===== src/rtl/core/wndd_pkg.sv =====
// Shared types, constants and sizing for the window near-duplicate detector.
package wndd_pkg;

  // Deepest window the cell chain holds.
  localparam int WINDOW_MAX = 64;

  // Bits of a fill count that can reach WINDOW_MAX itself.
  localparam int CNT_W = $clog2(WINDOW_MAX + 1);

  // Fixed field widths.
  localparam int VALUE_W   = 32;
  localparam int WLEN_W    = 7;
  localparam int MDIFF_W   = 31;
  localparam int CFG_DATA_W = 31;

  // Width used when comparing a window length with the chain depth.
  localparam int LEN_W = (CNT_W > WLEN_W) ? CNT_W : WLEN_W;

  // First reduction stage: hit bits are combined in groups of this size.
  localparam int GROUP_W  = 8;
  localparam int N_GROUPS = (WINDOW_MAX + GROUP_W - 1) / GROUP_W;

  // Configuration register indexes.
  typedef enum logic [0:0] {
    CFG_WINDOW_LEN = 1'b0,
    CFG_MAX_DIFF   = 1'b1
  } cfg_idx_t;

  typedef struct packed {
    logic signed [VALUE_W-1:0] value;
    logic                      start_req;
  } in_beat_t;

  typedef struct packed {
    logic hit;
    logic seen_hit;
  } out_beat_t;

  // Control shared by every cell of the chain.
  typedef struct packed {
    logic accept;   // an input beat is taken: the window shifts
    logic advance;  // the pipeline moves on: the hit bit is captured
  } cell_ctrl_t;

endpackage


===== src/rtl/core/wndd_or_tree.sv =====
// First registered level of the hit reduction: ORs the cell hit bits in groups.
module wndd_or_tree
  import wndd_pkg::*;
(
  input  logic                  clk,
  input  logic                  advance,
  input  logic [WINDOW_MAX-1:0] hits,
  output logic [N_GROUPS-1:0]   groups
);

  localparam int PAD_W = N_GROUPS * GROUP_W;

  logic [PAD_W-1:0]    hits_pad;
  logic [N_GROUPS-1:0] groups_r;
  logic [N_GROUPS-1:0] groups_nxt;

  always_comb begin
    hits_pad = '0;
    hits_pad[WINDOW_MAX-1:0] = hits;
    for (int g = 0; g < N_GROUPS; g++) begin
      groups_nxt[g] = |hits_pad[g*GROUP_W +: GROUP_W];
    end
  end

  always_ff @(posedge clk) begin
    if (advance) begin
      groups_r <= groups_nxt;
    end
  end

  assign groups = groups_r;

endmodule

===== config.mk =====
export PLATFORM = sky130hd
export DESIGN_NAME = wndd_or_tree
export DESIGN_NICKNAME = d
export VERILOG_FILES = /design/src/rtl/core/wndd_pkg.sv /design/src/rtl/core/wndd_or_tree.sv
export SDC_FILE = /design/constraint.sdc
export NUM_CORES = 1
export LEC_CHECK = 0
export ABC_AREA = 1
export ABC_CLOCK_PERIOD_IN_PS = 800
export BUFFER_PORTS_ARGS = -buffer_cell sky130_fd_sc_hd__buf_2
export CORE_AREA = 2 2 49 51
export CTS_CLUSTER_DIAMETER = 60
export DETAILED_ROUTE_END_ITERATION = 8
export DIE_AREA = 0 0 51 53
export PLACE_DENSITY = 0.76
export SYNTH_ARGS = -nofsm -noshare
export SYNTH_HDL_FRONTEND = slang
export SYNTH_SLANG_ARGS = --single-unit

===== constraint.sdc =====
create_clock -name clk -period 0.8 [get_ports clk]
set_input_delay 0.12 -clock clk [delete_from_list [all_inputs] [get_ports clk]]
set_output_delay 0.12 -clock clk [all_outputs]
set_load 0.02 [all_outputs]

# After elaboration in Yosys (flattened, before gate mapping)
# Index checks and enable logic that the tools add are counted.
[totals] regBits=8 inputBits=66 output_inout_bits=8 wordCells=9
[op_classes] n_reduce_logical=8
[ops] operator="OR reduction 8 bit" count=8

# Longest topological paths before layout
[logic_depth] word_depth=1 ltp_mapped=4 mapped_depth_nobuf=4

# Least setup slack after synthesis
# OpenSTA, ideal clock, no wires.
[synth_timing] path_type="input port to flip-flop" start="input port hits[4]" end="register groups_r[0] (netlist: groups[0]), data pin" setup_ns=0.254 arrival_ns=0.322 t_required_ns=0.546 path_slack_ns=0.224 path_stages=4 path_buffers=0 cell_sequence="inv_1 > nand2_1 > nor2_1 > nand2_1"
[synth_via] elab_chain_cells=1
[synth_lines] item="start: declaration" line="wndd_or_tree.sv:7" rtl="input logic [WINDOW_MAX-1:0] hits,"
[synth_lines] item="OR reduction 8 bit" line="wndd_or_tree.sv:21" rtl="groups_nxt[g] = |hits_pad[g*GROUP_W +: GROUP_W];"
[synth_lines] item="via groups_nxt[0]" line="wndd_or_tree.sv:15" rtl="logic [N_GROUPS-1:0] groups_nxt;"
[synth_lines] item="end signal: assignment" line="wndd_or_tree.sv:27" rtl="groups_r <= groups_nxt;"
[synth_lines] item="end: declaration" line="wndd_or_tree.sv:14" rtl="logic [N_GROUPS-1:0] groups_r;"
# The timed path passes the listed nets, and every way through them passes these cells.
# A chain may end at the register's enable or synchronous reset.

# Final worst setup path
[layout_timing] start="register groups_r[0] (netlist: groups[0])" end="output port groups[0]"
[layout_rtl] item="end: declaration" line="wndd_or_tree.sv:8" rtl="output logic [N_GROUPS-1:0] groups"
# No word-level cell between the ends.

==> flow_metrics.env <==
export IMPL_slowest_stage="edfxtp_1"
export IMPL_ys_seq_area_frac=0.3478
export IMPL_leakage_nw=0.8217
export IMPL_cts_sinks=8
export IMPL_drc=0
export IMPL_finalWirelength_mm=1.364
export IMPL_final_nets=272
export IMPL_vias=817
export IMPL_max_slew_margin_rel=0.8765
export IMPL_syn_to_final_growth_pct=63.95
export IMPL_start_kind="flop"
export IMPL_min_period_ns=0.8860
export IMPL_die_height_um=53
export IMPL_min_period_over_period=1.107
export IMPL_worst_ep_required_time_ns=0.68
export IMPL_path_cells="buf_2"
export IMPL_overflow=0
export IMPL_gp_congestion=0.6188
export IMPL_dp_cells=229
export IMPL_total_power_w=0.001103
export IMPL_ys_ff_latch=8
export IMPL_grt_pass1_vias=692
export IMPL_clock_fmax_ghz=1.129
export IMPL_die_x_um=51
export IMPL_layout_drive_gt1_share=0.3725
export IMPL_syn_area_per_cell_um2=5.396
export IMPL_run_status="finished with violations"
export IMPL_hold_depth=5
export IMPL_fp_coreArea_mm2=0.002148
export IMPL_netlist_area_leader_share=0.3478
export IMPL_path_buf_inv=1
export IMPL_grt_usage=0.1135
export IMPL_io_buffers=73
export IMPL_ant_nets=0
export IMPL_whs_ns=0.1948
export IMPL_hold_start="hits[23]"
export IMPL_startpoint="groups[0]"
export IMPL_cts_tree="done"
export IMPL_mostFrequentLayoutCells="buf_2 (70), inv_1 (64), nand2_1 (40)"
export IMPL_grt_max_degree=9
export IMPL_clock_path_buffers=2
export IMPL_synthTopCellsByArea="edfxtp_1 (35%), inv_1 (35%), nand2_1 (22%)"
export IMPL_cp_arrival_ns=0.77
export IMPL_syn_nets=194
export IMPL_finalMaxSlewViolations=0
export IMPL_drtPass1Iterations=4
export IMPL_crit_type="flop to output pin"
export IMPL_grt_pass1_wl_mm=2.332
export IMPL_largest_register_ffs=8
export IMPL_final_common_cell="buf_2"
export IMPL_slowest_delay_ns=0.36
export IMPL_drt_vias_per_instance=3.522
export IMPL_antenna_cells=0
export IMPL_start_util=0.3215
export IMPL_yosysTopAreaCell="edfxtp_1"
export IMPL_cp_top_family="flip-flops"
export IMPL_crit_path_end_kind="output pin"
export IMPL_numCtsBuffers=3
export IMPL_cts_root_buf="clkbuf_4"
export IMPL_stdcell_count=232
export IMPL_max_cap_violations=0
export IMPL_worst_slew_pin_slew_ns=0.1852
export IMPL_power_density_mw_per_mm2=974.4
export IMPL_dr_first_iter_drc_count=5
export IMPL_rows=17
export IMPL_violations="setup timing"
export IMPL_vdd_drop_max_uv=503.5
export IMPL_hold_viol=0
export IMPL_clk_pin_slew_ns=0.05
export IMPL_wl_per_cell_um=5.879
export IMPL_io_pins=74
export IMPL_fin_ws_ns=-0.08600
export IMPL_holdPathEnd="groups[2]"
export IMPL_htreeDepth=1
export IMPL_die_area_mm2=0.002703
export IMPL_antenna_found_initial=0
export IMPL_worstPathMaxFanout=1
export IMPL_synth_cell_types=4
export IMPL_rsz0062_at_grt="yes"
export IMPL_setup_viol=8
export IMPL_synth_cells=128
export IMPL_hold_path_class="primary input to flop"
export IMPL_syn_area_um2=690.7
export IMPL_hpwl_mm=1.243
export IMPL_yosysWarnings=0
## repair_timing
action / 4_1_cts / 5_1_grt
setup endpoints to repair: 8 / 8
gates resized for setup: 0 / 6
hold buffers: 0 / 0
setup buffers: 0 / 0
## layer usage
layer / part of all wire / routed length [um] / track usage / vias up
met4: 0 / 0 / 0.02703 / 0
met3: 0.12 / 169 / 0.04237 / 0
met1: 0.40 / 548 / 0.1057 / 296
li1: - / - / - / 481
met5: 0 / 0 / 0 / -
met2: 0.47 / 646 / 0.2294 / 40
## how the worst max path moves through the flow
stage / end / slack, ns / depth (start not counted)
5_1_grt: groups[7] / -0.14 / 1
4_1_cts: groups[0] / -0.10 / 1
3_3_place_gp: groups[7] / 0.08 / 5
3_5_place_dp: groups[7] / 0.07 / 5
6_report: groups[0] / -0.09 / 1
2_1_floorplan: groups[0] / 0.22 / 4
## layout make-up
class	instances	area (um2)
Multi-Input combinational cell	56	210.2
Sequential cell	8	240.2
Clock buffer	3	22.52
Inverter	64	240.2
Fill cell	235	1016
Tap cell	28	35.03
Timing Repair Buffer	73	384.1
## synth_stat cells
cell / number
inv_1: 64
edfxtp_1: 8
nor2_1: 16
nand2_1: 40
## through the flow
step	utilization	TNS (ns)	setup slack (ns)	cell area, um2
5_1_grt	0.5271	-0.9091	-0.1376	1132
4_1_cts	0.5183	-0.7311	-0.1048	1114
3_5_place_dp	0.5079	0	0.07068	1091
6_report	0.5271	-0.6114	-0.08600	1132
2_1_floorplan	-	0	0.2237	690.7
3_3_place_gp	0.5079	0	0.07565	1091
## cells by family (layout without fill, tap and decap cells)
| group | Yosys count | in the layout | synth area share |
|---|---|---|---|
| simple gates | 56 | 56 | 0.3043 |
| flops | 8 | 8 | 0.3478 |
| buf+inv | 64 | 140 | 0.3478 |
## power by group
group | switching [W] | internal [W] | leakage [nW]
sequential | 0.00000575 | 0.000482 | 0.0807
combinational | 0.000141 | 0.000178 | 0.727
clock | 0.000126 | 0.000171 | 0.0138
(Power assumes the default switching activity.)
