===== src/rtl/core/wndd_pkg.sv =====
// Shared types, constants and sizing for the window near-duplicate detector.
package wndd_pkg;

  // Deepest window the cell chain holds.
  localparam int WINDOW_MAX = 64;

  // Bits of a fill count that can reach WINDOW_MAX itself.
  localparam int CNT_W = $clog2(WINDOW_MAX + 1);

  // Fixed field widths.
  localparam int VALUE_W   = 32;
  localparam int WLEN_W    = 7;
  localparam int MDIFF_W   = 31;
  localparam int CFG_DATA_W = 31;

  // Width used when comparing a window length with the chain depth.
  localparam int LEN_W = (CNT_W > WLEN_W) ? CNT_W : WLEN_W;

  // First reduction stage: hit bits are combined in groups of this size.
  localparam int GROUP_W  = 8;
  localparam int N_GROUPS = (WINDOW_MAX + GROUP_W - 1) / GROUP_W;

  // Configuration register indexes.
  typedef enum logic [0:0] {
    CFG_WINDOW_LEN = 1'b0,
    CFG_MAX_DIFF   = 1'b1
  } cfg_idx_t;

  typedef struct packed {
    logic signed [VALUE_W-1:0] value;
    logic                      start_req;
  } in_beat_t;

  typedef struct packed {
    logic hit;
    logic seen_hit;
  } out_beat_t;

  // Control shared by every cell of the chain.
  typedef struct packed {
    logic accept;   // an input beat is taken: the window shifts
    logic advance;  // the pipeline moves on: the hit bit is captured
  } cell_ctrl_t;

endpackage


===== src/rtl/core/wndd_cell.sv =====
// One window cell: holds an entry, hands it on, and compares it with the new value.
module wndd_cell
  import wndd_pkg::*;
(
  input  logic                      clk,
  input  cell_ctrl_t                ctrl,
  input  logic                      active,
  input  logic signed [VALUE_W-1:0] value,
  input  logic        [MDIFF_W-1:0] max_diff,
  input  logic signed [VALUE_W-1:0] entry_in,
  output logic signed [VALUE_W-1:0] entry_out,
  output logic                      hit_out
);

  logic signed [VALUE_W-1:0] entry_r;
  logic                      hit_r;
  logic                      hit_nxt;
  logic signed [VALUE_W:0]   diff;
  logic        [VALUE_W:0]   mag;

  // The difference is formed one bit wider so it cannot overflow.
  always_comb begin
    diff = $signed({value[VALUE_W-1], value}) - $signed({entry_r[VALUE_W-1], entry_r});
    mag  = diff[VALUE_W] ? (VALUE_W+1)'(-diff) : $unsigned(diff);
    hit_nxt = active && (mag <= {{(VALUE_W+1-MDIFF_W){1'b0}}, max_diff});
  end

  always_ff @(posedge clk) begin
    if (ctrl.accept) begin
      entry_r <= entry_in;
    end
    if (ctrl.advance) begin
      hit_r <= hit_nxt;
    end
  end

  assign entry_out = entry_r;
  assign hit_out   = hit_r;

endmodule


===== config.mk =====
export PLATFORM = sky130hd
export DESIGN_NAME = wndd_cell
export DESIGN_NICKNAME = d
export VERILOG_FILES = /design/src/rtl/core/wndd_pkg.sv /design/src/rtl/core/wndd_cell.sv
export SDC_FILE = /design/constraint.sdc
export NUM_CORES = 1
export LEC_CHECK = 0
export ABC_AREA = 1
export BUFFER_PORTS_ARGS = -buffer_cell sky130_fd_sc_hd__buf_2
export CORE_UTILIZATION = 32
export DETAILED_ROUTE_END_ITERATION = 6
export SLEW_MARGIN = 5
export SYNTH_ARGS = -nofsm -noshare
export SYNTH_HDL_FRONTEND = slang
export SYNTH_SLANG_ARGS = --single-unit

===== constraint.sdc =====
create_clock -name clk -period 5 [get_ports clk]
set_input_delay 0.25 -clock clk [delete_from_list [all_inputs] [get_ports clk]]
set_output_delay 0.25 -clock clk [all_outputs]
set_load 0.05 [all_outputs]

Word level (Yosys, flattened, before mapping). Index checks and enable logic that the tools add are counted.

Register bits: 33. Bits of input ports: 99.

Multiplexer cells: 1. Reduce and logical (&&, ||, !) cells: 1. Magnitude comparators: 1. Add/subtract/negate cells: 2.

Operator list (count): $le A33 B31 Y1 (1); $mux W33 (1); $neg A33 Y33 (1); $sub A32 B32 Y33 (1); $logic_and A1 B1 Y1 (1).

Longest topological paths before layout.
Depth in word-level cells: 5. Gate-level depth with buffers: 38. Gate-level depth less buffers: 37.

Worst setup path before layout. OpenSTA, ideal clock, no wires.

Kind: register -> register. Start point: register entry_r[0], in the netlist entry_out[0]. End point: register hit_r, in the netlist hit_out (data pin). Buffers on the path: 1. Cell stages (with the launch flop): 38. Path slack: 0.980 ns. Data arrival time: 3.769 ns. Path through: edfxtp_1 -> ha_1 -> fa_1 -> inv_1 -> nand2_1 -> nand2_2 -> nand3_2 -> nand2_2 -> nand2_2 -> nand2_1 -> nand2_1 -> nor2_2 -> nor2_1 -> nand2_1 -> nand2_2 -> inv_4 -> buf_6 -> nand2_1 -> [2 not listed] -> ha_1 -> nand2_1 -> nor2_1 -> nand2_1 -> nand3_1 -> nand2_1 -> nand2_1 -> nand2_1 -> nand2_1 -> nand2_1 -> nand2_1 -> nand2_1 -> nand2_1 -> nand2_1 -> nand2_1 -> a21boi_0 -> nand2_1 -> nor2_1.

Word-level cells in the longest chain between the ends: 5.

RTL lines: start: declaration (RTL line wndd_cell.sv:15) `logic signed [VALUE_W-1:0] entry_r;`; start signal: assignment (RTL line wndd_cell.sv:30) `entry_r <= entry_in;`; $sub A32 B32 Y33 * (RTL line wndd_cell.sv:23) `diff = $signed({value[VALUE_W-1], value}) - $signed({entry_r[VALUE_W-1], entry_r});`; $neg A33 Y33 (RTL line wndd_cell.sv:24) `mag = diff[VALUE_W] ? (VALUE_W+1)'(-diff) : $unsigned(diff);`; $mux W33 * (RTL line wndd_cell.sv:24); $le A33 B31 Y1 * (RTL line wndd_cell.sv:25) `hit_nxt = active && (mag <= {{(VALUE_W+1-MDIFF_W){1'b0}}, max_diff});`; $logic_and A1 B1 Y1 * (RTL line wndd_cell.sv:25); named net hit_nxt (RTL line wndd_cell.sv:17) `logic hit_nxt;`; end signal: assignment (RTL line wndd_cell.sv:33) `hit_r <= hit_nxt;`; end: declaration (RTL line wndd_cell.sv:16) `logic hit_r;`.

Mark *: on every way through the listed nets, which the timed path passes. The rest lies on a longest branch. A chain may end at the register's enable or synchronous reset.

Worst setup path in the final report. Ends and elaborated chain as after synthesis.

==> results.md <==
Worst setup path:
- The cell with the largest stage delay on the worst path is edfxtp_1.
- The number of cells on the worst reg-to-reg path is 36.
- The largest single stage delay on the critical path is 0.38 ns.
- The endpoint required time on the critical path is 5.07 ns.
- The setup path with the least slack is of type flip-flop to flip-flop.
- In this run the worst path has a maximum fanout of 25.
- For the worst setup path, the data arrival time is 4.25 ns.
- The type of origin of the critical path is a flip-flop.
- The most numerous cell type found on the critical path is nand2_1.
- The kind of end point of the critical path is a flip-flop.

Job:
- Across the run, the number of max-cap violations was 0.

Detailed routing:
- The total via count in the routed design is 5608.
- The count of nets left with antenna violations once routing finished came out at 0.
- The first detailed-routing pass ran for 5 iterations.
- For this run, design rule violations remaining after detail routing come to 0.
- The detail-routed via count per cell is 4.368.
- In this run, the number of DRC markers left after iteration 0 of detailed routing was 262.
- The final layout contains routed wiring with a total length of 14380 µm.
- In the final routed layout, each cell accounts on average for 11.20 µm.

Logic synthesis:
- The count of flip-flops with a built-in enable after synthesis is 33.
- After synthesis, the cell types taking the most area are nand2_1, edfxtp_1, inv_1.
- The mean post-synth cell area is 5.867 µm².
- The most frequently used cell type in the post-synthesis netlist is nand2_1.
- Ranked by instance count, the synthesized netlist is headed by nand2_1, inv_1, nor2_1.
- The warning count from the yosys run is 0.
- The number of nets in the synthesized netlist is 1093.
- The top-area cell type share of the netlist area is 22.45%.
- The number of flip-flops and latches in the synthesized netlist is 33.
- The most used flip-flop cell after synthesis is edfxtp_1.
- Of all cell types, the one taking the most synthesized area is nand2_1.
- The post-synth design cell area is 5450 µm².
- The synthesized netlist contains 34 unique library cells.
- The cell count after synthesis came out at 929.
- Counting flops with an async set or reset pin after synthesis yields a share of 0%.
- The sequential fraction of the synthesis area is 18.18%.

CTS:
- The clock net in this run drives a total of 33 sinks.
- The register clock-pin slew on the reported worst setup and hold paths is 0.06 ns.
- For this design, the CTS-stage hold fixing added 0 buffers.
- The clock tree from TritonCTS is built.
- The total setup buffers inserted after CTS is 0.
- The cell sitting at the root of the clock tree is a clkbuf_16.
- The post-cts sizing count is 0.
- CTS built an H-tree with a depth of 2.
- Clock latency on the worst-skew pair, taken at its later pin, is 0.30 ns.
- The longest clock path from root to sink contains 2 buffers.
- The total CTS buffers is 5.

Global route:
- The first global-routing pass estimated 24380 µm of wire.
- Global routing consumed, over all layers together, 17.12% of the routing resources.
- The initial antenna violation count was 0.
- The pin count of the biggest net entering global routing is 33.
- The via count of the first global-routing pass is 5335.
- The global route total overflow is 0.

Cells and area:
- The layout has 1882 filler cells.
- After the flow finishes, the layout carries non-filler instances totaling 1284.
- At the end of the flow, the number of nets in the layout was 1228.
- Of the cells placed in the final design, the portion with a size suffix greater than 1 is 16.26%.
- Relative to the synthesized area, the layout overhead comes to 18.89%.
- The total inserted antenna cells is 0.
- Once layout is done, the placed cells without fillers occupy 6480 µm².

Timing:
- The smallest clock period supported by the final layout is computed as 4.184 ns.
- The maximum clock rate is 239.0 MHz.
- The tightest hold margin is 0.1202 ns.
- The total count of hold-check failures in the final report is 0.
- Setup repair after global routing left no endpoint under its margin.
- Measured against its own limit, the worst slew margin works out to 52.32%.
- The summed negative setup slack over all endpoints is 0 ns.
- The final number of max-transition violations is 0.
- Setup violations remaining at the end of the flow were counted as 0.
- Across the routed clock network, the largest skew measured is 0.01574 ns.
- The final worst-path cycle share is 83.68%.
- The transition at the pin with the smallest max-transition slack is 0.7152 ns.

Placement:
- The routability congestion estimate is 0.8649.
- Port buffering added 131 buffers.
- The half-perimeter wire length of the detailed placement result is 12720 µm.
- The placed cell count is 1277.
- In this run the cell area measured after placement is 6347 µm².

Floorplanning:
- The initial utilization of the core area, before any placement, comes to 32.87%.
- In this run the count of I/O pins placed on the die edge is 132.
- The horizontal die dimension is 132.5 µm.
- The placement row count is 47.
- The core region is 16580 µm².
- The die footprint is 17560 µm².
- The die span in y is 132.5 µm.

Hold path:
- The path class of the tightest hold or removal check is primary input to flip-flop.
- The number of cells on the worst hold path is 1.

Power:
- The power density over the cells is 263.4 nW/µm².
- The sum of internal, switching and leakage power is 0.001707 W.
- In this run the static leakage power is 3.993 nW.
- The worst vdd rail ir drop is 0.0001691 V.

Run status:
- The flow ran to the end, and the final reports show no timing, DRC or antenna violations.
stage by stage:
| step | utilization [%] | setup slack, ns |
|---|---|---|
| after floorplan | - | 0.9800 |
| after CTS | 39.07 | 0.7952 |
| after detailed placement | 38.28 | 0.8071 |
| final | 39.07 | 0.8159 |
| after global routing | 39.07 | 0.1437 |
| after global placement | 38.28 | 0.9143 |
worst paths after layout:
kind | start | to | slack, ns
worst max-delay path | entry_out[0] | hit_out | 0.82
worst min-delay path | entry_in[31] | entry_out[31] | 0.12
worst max register to register | entry_out[0] | hit_out | 0.82
worst min register to register | entry_out[31] | hit_out | 1.16
cells by family after synthesis:
logic type,synth area share [%]
buffers and inverters,16.71
AND/OR/NAND/NOR,39.39
XOR/XNOR,4.316
adder cells (fa/ha/maj),15.06
flip-flops,18.18
AO/OA/AOI/OAI,6.336
worst max-delay path, delay by kind of cell (launching register included):
family                     cells  cell delay [ns]
AOI/OAI and AO/OA              1             0.07
xor gates and xnor gates       1             0.13
buffers and inverters          3             0.38
adders and majority gates      3             0.88
DFF                            1             0.38
and+or+nand+nor               28             2.08
registers in the layout, summed over array words and instances, names as in the netlist:
signal	cells
entry_out	32
hit_out	1
final cells by class:
class / instances / area, µm² / share of cell area, %
clock buffers: 6 / 128.9 / 1.989
clock inverters: 1 / 3.754 / 0.05793
inverters: 233 / 877.1 / 13.54
multi-input cells: 660 / 3548 / 54.76
flip-flops and latches: 33 / 991.0 / 15.29
well taps: 220 / 275.3 / 4.248
repair buffers: 131 / 655.6 / 10.12
metal layers:
| layer | track usage [%] | share of wire, % | vias to the layer above | wire length [µm] |
|---|---|---|---|---|
| met5 | 0 | 0 | - | 0 |
| met4 | 5.045 | 1.6 | 0 | 229 |
| met3 | 2.950 | 5.2 | 13 | 751 |
| met2 | 27.84 | 43 | 140 | 6141 |
| met1 | 23.08 | 50 | 2352 | 7261 |
| li1 | - | - | 3103 | - |
layout by cell type (no fill, tap or decap), types with 2 or more instances in the layout:
master / netlist / layout
o21ai_2: 3 / 3
nand3_1: 56 / 56
xor2_1: 15 / 15
o31ai_1: 2 / 2
nor2_1: 70 / 70
and2_1: 2 / 2
nand3b_1: 7 / 7
a21boi_0: 2 / 2
a211oi_1: 2 / 2
o21ai_0: 7 / 7
nand3_2: 3 / 3
nor3_1: 7 / 7
ha_1: 64 / 64
nor2_4: 3 / 3
nand2_2: 15 / 15
nand4_1: 12 / 12
o21bai_1: 2 / 2
edfxtp_1: 33 / 33
buf_2: 0 / 131
a21oi_1: 36 / 36
inv_1: 228 / 228
xnor2_1: 10 / 10
inv_2: 4 / 4
clkbuf_16: 0 / 5
nor2_2: 5 / 5
o21ai_1: 4 / 4
nand2_1: 326 / 326
report_power, final:
part	internal, W	switching, W	total [W]
Combinational	0.000371	0.000692	0.00106
Clock	0.000180	0.000121	0.000302
Sequential	0.000331	0.0000106	0.000342
Total	0.000883	0.000824	0.00171
(Power assumes the default switching activity.)
